### src/hw/rtl/rcfp_pkg.sv
package rcfp_pkg;

  // Frame layout
  localparam int FRAME_BYTES  = 32;
  localparam int NUM_WORDS    = 8;
  localparam int FRAME_WORDS  = (FRAME_BYTES / 4 > NUM_WORDS) ? NUM_WORDS : FRAME_BYTES / 4;
  localparam int FRAME_BITS   = FRAME_BYTES * 8;
  localparam int IDX_W        = $clog2(FRAME_BYTES + 1);

  // Field widths and stream packing
  localparam int DIR_W        = 3;
  localparam int WORD_W       = 32;
  localparam int OUT_FIELDS_W = DIR_W + NUM_WORDS * WORD_W;
  localparam int OUT_DATA_W   = ((OUT_FIELDS_W + 7) / 8) * 8;

  // Byte codes
  localparam logic [7:0] START_BYTE   = 8'hA5;
  localparam logic [7:0] TRAILER_BYTE = 8'h5A;
  localparam logic [7:0] SEL_PARAM    = 8'd16;
  localparam logic [7:0] SEL_DRIVE    = 8'd17;
  localparam logic [7:0] CODE_STOP    = 8'h05;
  localparam logic [7:0] CODE_FWD     = 8'h02;
  localparam logic [7:0] CODE_BACK    = 8'h08;
  localparam logic [7:0] CODE_RIGHT   = 8'h06;
  localparam logic [7:0] CODE_LEFT    = 8'h04;

  // Direction codes
  localparam logic [DIR_W-1:0] DIR_STOP  = 3'd0;
  localparam logic [DIR_W-1:0] DIR_FWD   = 3'd1;
  localparam logic [DIR_W-1:0] DIR_BACK  = 3'd2;
  localparam logic [DIR_W-1:0] DIR_RIGHT = 3'd3;
  localparam logic [DIR_W-1:0] DIR_LEFT  = 3'd4;

  typedef logic [NUM_WORDS-1:0][WORD_W-1:0] words_t;

  // One result item as produced by the parser
  typedef struct packed {
    logic [DIR_W-1:0] direction;
    logic             frame_done;
    words_t           words;
  } result_t;

endpackage

### src/hw/rtl/rcfp_parser.sv
module rcfp_parser (
  input  logic                  clk,
  input  logic                  rst,
  input  logic                  step,
  input  logic [7:0]            rx_byte,
  output rcfp_pkg::result_t     res
);
  import rcfp_pkg::*;

  typedef enum logic [1:0] {
    MODE_NONE  = 2'd0,
    MODE_PARAM = 2'd1,
    MODE_DRIVE = 2'd2
  } mode_t;

  typedef enum logic [1:0] {
    PH_IDLE    = 2'd0,
    PH_COLLECT = 2'd1,
    PH_WAIT    = 2'd2
  } phase_t;

  mode_t                  mode, mode_next;
  phase_t                 phase, phase_next;
  logic [IDX_W-1:0]       byte_index, byte_index_next;
  logic [FRAME_BITS-1:0]  frame_sreg, frame_sreg_next;
  logic [DIR_W-1:0]       drive_code, drive_code_next;
  words_t                 tuning, tuning_next;
  logic                   done;

  function automatic logic [DIR_W-1:0] decode_drive(input logic [7:0] b);
    logic [DIR_W-1:0] d;
    case (b)
      CODE_FWD:   d = DIR_FWD;
      CODE_BACK:  d = DIR_BACK;
      CODE_RIGHT: d = DIR_RIGHT;
      CODE_LEFT:  d = DIR_LEFT;
      default:    d = DIR_STOP;
    endcase
    return d;
  endfunction

  // Work out the state after this byte
  always_comb begin
    mode_next       = mode;
    phase_next      = phase;
    byte_index_next = byte_index;
    frame_sreg_next = frame_sreg;
    drive_code_next = drive_code;
    tuning_next     = tuning;
    done            = 1'b0;

    if (rx_byte == SEL_PARAM) begin
      mode_next = MODE_PARAM;
    end else if (rx_byte == SEL_DRIVE) begin
      mode_next = MODE_DRIVE;
    end

    if (mode_next == MODE_DRIVE) begin
      drive_code_next = decode_drive(rx_byte);
    end else if (mode_next == MODE_PARAM) begin
      if (rx_byte == START_BYTE) begin
        phase_next      = PH_COLLECT;
        byte_index_next = '0;
      end else if (phase == PH_COLLECT) begin
        // Shift data in from the top: the first byte ends at the bottom
        frame_sreg_next = {rx_byte, frame_sreg[FRAME_BITS-1:8]};
        byte_index_next = byte_index + 1'b1;
        if (byte_index == IDX_W'(FRAME_BYTES - 1)) begin
          phase_next = PH_WAIT;
        end
      end else if (phase == PH_WAIT) begin
        if (rx_byte == TRAILER_BYTE) begin
          // Apply every nonzero little-endian word of the frame
          for (int w = 0; w < FRAME_WORDS; w++) begin
            if (frame_sreg[w*WORD_W +: WORD_W] != '0) begin
              tuning_next[w] = frame_sreg[w*WORD_W +: WORD_W];
            end
          end
          phase_next = PH_IDLE;
          done       = 1'b1;
        end
      end else begin
        phase_next = PH_IDLE;
      end
    end
  end

  // Hold parser state, advance on each item
  always_ff @(posedge clk) begin
    if (rst) begin
      mode       <= MODE_NONE;
      phase      <= PH_IDLE;
      byte_index <= '0;
      drive_code <= DIR_STOP;
      tuning     <= '0;
    end else if (step) begin
      mode       <= mode_next;
      phase      <= phase_next;
      byte_index <= byte_index_next;
      drive_code <= drive_code_next;
      tuning     <= tuning_next;
    end
  end

  // Frame data needs no reset: every byte is shifted in before it is read
  always_ff @(posedge clk) begin
    if (step) begin
      frame_sreg <= frame_sreg_next;
    end
  end

  assign res.direction  = drive_code_next;
  assign res.frame_done = done;
  assign res.words      = tuning_next;

endmodule

### src/hw/rtl/remote_command_frame_parser_unit.sv
// Channel  | Direction | Payload
// s_*      | in        | tdata[7:0] rx_byte
// m_*      | out       | tdata: direction, gain_k..offset_p; tlast: frame_done
//
// One item per cycle sustained while m_tready stays high; a result item passes
// from the input register through the parser into the result register, and a
// stall holds it in whichever register it is in.
// Each input item yields exactly one result item.
// rst is synchronous: it empties both registers, returns to no mode, stop
// direction and zero tuning words.
// A stalled m_tready holds the result; s_tready drops only once the input
// register is also full.
module remote_command_frame_parser_unit (
  input  logic                               clk,
  input  logic                               rst,
  input  logic                               s_tvalid,
  output logic                               s_tready,
  input  logic [7:0]                         s_tdata,   // [7:0] rx_byte
  output logic                               m_tvalid,
  input  logic                               m_tready,
  // [2:0] direction, [34:3] gain_k, [66:35] gain_b, [98:67] gain_i,
  // [130:99] gain_d, [162:131] offset_a, [194:163] offset_b,
  // [226:195] offset_c, [258:227] offset_p, rest zero
  output logic [rcfp_pkg::OUT_DATA_W-1:0]    m_tdata,
  output logic                               m_tlast    // frame_done
);
  import rcfp_pkg::*;

  logic        in_valid;
  logic [7:0]  in_byte;
  logic        advance;
  logic        step;
  result_t     res;
  result_t     out_res;

  assign advance  = !m_tvalid || m_tready;
  assign step     = in_valid && advance;
  assign s_tready = !in_valid || advance;

  // Input register
  always_ff @(posedge clk) begin
    if (rst) begin
      in_valid <= 1'b0;
    end else if (s_tready) begin
      in_valid <= s_tvalid;
    end
  end

  always_ff @(posedge clk) begin
    if (s_tready && s_tvalid) begin
      in_byte <= s_tdata;
    end
  end

  rcfp_parser u_parser (
    .clk     (clk),
    .rst     (rst),
    .step    (step),
    .rx_byte (in_byte),
    .res     (res)
  );

  // Result register
  always_ff @(posedge clk) begin
    if (rst) begin
      m_tvalid <= 1'b0;
    end else if (advance) begin
      m_tvalid <= in_valid;
    end
  end

  always_ff @(posedge clk) begin
    if (step) begin
      out_res <= res;
    end
  end

  assign m_tdata = {(OUT_DATA_W - OUT_FIELDS_W)'(0), out_res.words, out_res.direction};
  assign m_tlast = out_res.frame_done;

endmodule

### config.mk
export PLATFORM = sky130hd
export DESIGN_NAME = remote_command_frame_parser_unit
export DESIGN_NICKNAME = d
export VERILOG_FILES = /design/src/hw/rtl/rcfp_pkg.sv /design/src/hw/rtl/rcfp_parser.sv /design/src/hw/rtl/remote_command_frame_parser_unit.sv
export SDC_FILE = /design/constraint.sdc
export NUM_CORES = 1
export LEC_CHECK = 0
export BUFFER_PORTS_ARGS = -buffer_cell sky130_fd_sc_hd__buf_2
export CORE_MARGIN = 4
export CORE_UTILIZATION = 50
export DETAILED_ROUTE_END_ITERATION = 7
export GPL_TIMING_DRIVEN = 0
export PLACE_DENSITY = 0.71
export SLEW_MARGIN = 10
export SYNTH_ARGS = -nofsm -noshare
export SYNTH_HDL_FRONTEND = slang
export SYNTH_HIERARCHICAL = 1
export SYNTH_SLANG_ARGS = --single-unit
### constraint.sdc
create_clock -name clk -period 32.1 [get_ports clk]
set_input_delay 3.21 -clock clk [delete_from_list [all_inputs] [get_ports clk]]
set_output_delay 3.21 -clock clk [all_outputs]
set_load 0.02 [all_outputs]
==> results.py <==
metrics = {
    "finish": {
        "seq_area_mm2": 0.0212,
        "antenna-diode-count": 0,
        "multi_input_area_mm2": 0.00812,
        "nets": 2583,
        "final_area_mm2": 0.0354,
        "drive_above_1_share": 0.277,
        "area_delta_synth_final_pct": 17.2,
        "final_core_util": 0.596,
        "final_cells": 3408,
        "final.fill_count": 4552,
    },
    "sta": {
        "clock_skew_ps": 19.8,
        "min_period_ps": 6840,
        "setup_tns_ps": 0,
        "drv_slew": 0,
        "fin_crit_sh": 0.213,
        "finalSetupViolCount": 0,
        "grt_setup_unrepaired": "no",
        "tightestPinTransition_ps": 1140,
        "max_slew_margin": 0.243,
        "hold_ws_ps": 459,
        "finalHoldViolCount": 0,
        "setup_ws_ps": 25260,
        "fmaxAchievable_ghz": 0.146,
    },
    "cts": {
        "post_cts_buffers": 0,
        "clkSinkCount": 795,
        "numCtsBuffers": 77,
        "htreeDepth": 3,
        "ctsResizeCount": 0,
        "cts.clk_slew.worst_paths_ps": 60,
        "holdBufCountCts": 0,
        "cts_tree": "yes",
        "clk_path_buf_depth": 3,
        "root_buffer": "clkbuf_16",
        "clk_latency_ps": 610,
    },
    "detailed_routing": {
        "viasPerCell": 5.90,
        "remaining_drc_errors": 0,
        "drt-wirelength-per-cell_um": 21.8,
        "route.met2.wl_um": 35800,
        "final_antenna_net_count": 0,
        "routed.top_layer": "met4",
        "drt_pass1_iterations": 5,
        "dr_wl_met3_um": 5830,
        "vias": 20100,
        "routed_wl_um": 74200,
        "wl_met1_um": 29600,
        "drt_iter0_markers": 1801,
    },
    "setup_path": {
        "slowest_delay_ps": 170,
        "critPathLaunchType": "input pin",
        "crit_required_ps": 28890,
        "path_class": "input pin to output pin",
        "cp_top_family": "buffers and inverters",
        "ff2ff_setup_slack_ps": 27690,
        "end_kind": "output pin",
        "cp_cell_sequence": "buf_2 > nand3b_4 > buf_2",
        "r2r-start": "m_tvalid",
        "path_buf_inv": 2,
        "r2r-end": "u_parser/tuning[26]",
        "cp_max_fo": 3,
        "cp.arrival_ps": 3630,
        "ff2ff_path_depth": 12,
        "cp_slowest_cell": "buf_2",
        "crit_top_cell": "buf_2",
    },
    "power": {
        "p_leak_nw": 11.8,
        "power_mw": 2.05,
        "vdd_drop_max_mv": 0.0378,
        "power_density_mw_per_mm2": 58.0,
    },
    "grt": {
        "antenna_found_initial": 0,
        "grt_pass1_vias": 20000,
        "grt_max_degree": 72,
        "grt_pass1_wl_um": 113000,
        "grt_overflow": 0,
        "grt_usage": 0.224,
    },
    "place": {
        "gp_congestion": 0.849,
        "place_ws_ps": 24770,
        "placed_cell_area_mm2": 0.0329,
        "placed_cells": 3264,
        "portBuffers": 273,
        "detailed_place_hpwl_um": 50200,
    },
    "die": {
        "die_x_um": 254,
        "design.die.area_mm2": 0.0643,
        "ios": 279,
        "initial_core_util": 0.508,
        "die_h_um": 254,
        "core_mm2": 0.0594,
        "row_count": 89,
    },
    "yosys": {
        "yosys_warnings": 6,
        "async_flop_share": 0,
        "synthFlopType": "edfxtp_1",
        "syn_area_mm2": 0.0302,
        "synth_top_cell_by_area": "edfxtp_1",
        "netlist_instances": 2199,
        "syn_avg_cell_area_um2": 13.7,
        "yosysSeqAreaShare": 0.702,
        "synth_top_area_frac": 0.522,
        "ys_top_cells_by_area": "edfxtp_1 (52%), dfxtp_1 (18%), mux2_2 (9.0%)",
        "synth_cell_types": 53,
        "synth_seq_cells": 795,
        "synth-edff-count": 524,
    },
    "min_path": {
        "worstHoldPathType": "register to register",
        "min_from": "u_parser/mode[1]",
        "min_to": "u_parser/mode[1]",
        "min_delay_path_depth": 2,
    },
    "outcome": {
        "status": "completed",
    },
    "flow_run": {
        "drv_cap": 0,
    },
}
==> logic make-up (layout without fill, tap and decap cells) <==
group | Yosys count | in the layout | share of synthesized area
AOI/OAI and AO/OA | 544 | 544 | 0.0934
xor gates and xnor gates | 1 | 1 | 0.000291
adders and majority gates | 1 | 1 | 0.000415
buffers and inverters | 180 | 612 | 0.0298
DFF | 795 | 795 | 0.702
muxes | 260 | 260 | 0.0980
other | 1 | 5 | 0.000124
and+or+nand+nor | 417 | 417 | 0.0763
==> where the power goes <==
part,switching [mW],total (mW),internal (mW)
clock network,0.380,0.884,0.504
registers,0.00707,1.11,1.10
logic,0.0451,0.0606,0.0155
==> worst max-delay path by stage <==
stage               depth (start not counted)  slack [ps]                        to  startpoint
floorplan                                   6       11660    u_parser/frame_sreg[0]    m_tready
global placement                            7        5290  u_parser/frame_sreg[121]    m_tready
detailed placement                         13       24770      u_parser/tuning[220]    m_tready
CTS                                         3       25250                  s_tready    m_tready
global route                               13       25090      u_parser/tuning[104]    m_tready
finish                                      3       25260                  s_tready    m_tready
==> layer usage <==
| layer | track usage | up-vias |
|---|---|---|
| li1 | - | 9115 |
| met1 | 0.294 | 9934 |
| met3 | 0.0436 | 149 |
| met2 | 0.366 | 924 |
| met4 | 0.0990 | 0 |
| met5 | 0 | - |
==> cell usage after synthesis, drive strengths merged (2+ instances only) <==
cell type / count
a21oi: 266
o2111a: 2
or4b: 2
a22o: 2
mux2: 260
nor4b: 3
o21a: 3
clkbuf: 106
nor4: 64
nand4: 16
nor2: 29
nor3b: 4
nand3b: 2
dfxtp: 271
nand3: 261
nand2: 6
or3b: 2
and2: 2
edfxtp: 524
buf: 69
or2: 9
a211o: 3
o21ai: 261
nor3: 7
inv: 5
nor2b: 2
o2111ai: 3
nand4b: 2
and3: 3
==> registers in the layout, indices dropped and copies added, names as in the netlist <==
| signal | flops |
|---|---|
| u_parser/frame_sreg | 256 |
| m_tdata | 259 |
| u_parser/byte_index | 6 |
| u_parser/tuning | 256 |
| u_parser/phase | 2 |
| u_parser/drive_code | 3 |
| in_valid | 1 |
| u_parser/mode | 2 |
| m_tvalid | 1 |
| in_byte | 8 |
| m_tlast | 1 |
==> area by class of cell <==
| class | count | share of cell area |
|---|---|---|
| Clock inverter | 36 | 0.00726 |
| Inverter | 5 | 0.000531 |
| Buffer | 175 | 0.0248 |
| Timing Repair Buffer | 288 | 0.0487 |
| Sequential cell | 795 | 0.599 |
| Clock buffer | 108 | 0.0630 |
| Multi-Input combinational cell | 1228 | 0.230 |
| Tap cell | 773 | 0.0274 |
==> worst register-to-register path, stage by stage (launching register included) <==
cell	delay, ps
dfxtp_1	350
nand2b_1	120
and2_4	430
buf_12	310
clkbuf_1	360
nor2b_1	240
and3_1	170
clkbuf_1	230
o2111a_1	460
clkbuf_1	710
clkbuf_1	550
nand3_1	190
a21oi_1	230
==> placed cells by master (no fill, tap or decap), drive strengths merged, types with 2 or more instances in the layout <==
| cell type | instances |
|---|---|
| and3 | 3 |
| nor3 | 7 |
| conb | 5 |
| mux2 | 260 |
| o2111ai | 3 |
| clkbuf | 214 |
| nor2b | 2 |
| o21ai | 261 |
| clkinv | 27 |
| or3b | 2 |
| nand3 | 261 |
| inv | 9 |
| nand2 | 6 |
| clkinvlp | 3 |
| bufinv | 2 |
| a211o | 3 |
| buf | 357 |
| or2 | 9 |
| nand3b | 2 |
| nor3b | 4 |
| o2111a | 2 |
| nor4 | 64 |
| nor2 | 29 |
| and2 | 2 |
| o21a | 3 |
| nand4 | 16 |
| a21oi | 266 |
| nor4b | 3 |
| a22o | 2 |
| nand4b | 2 |
| or4b | 2 |
| dfxtp | 271 |
| edfxtp | 524 |
(Power assumes the default switching activity.)
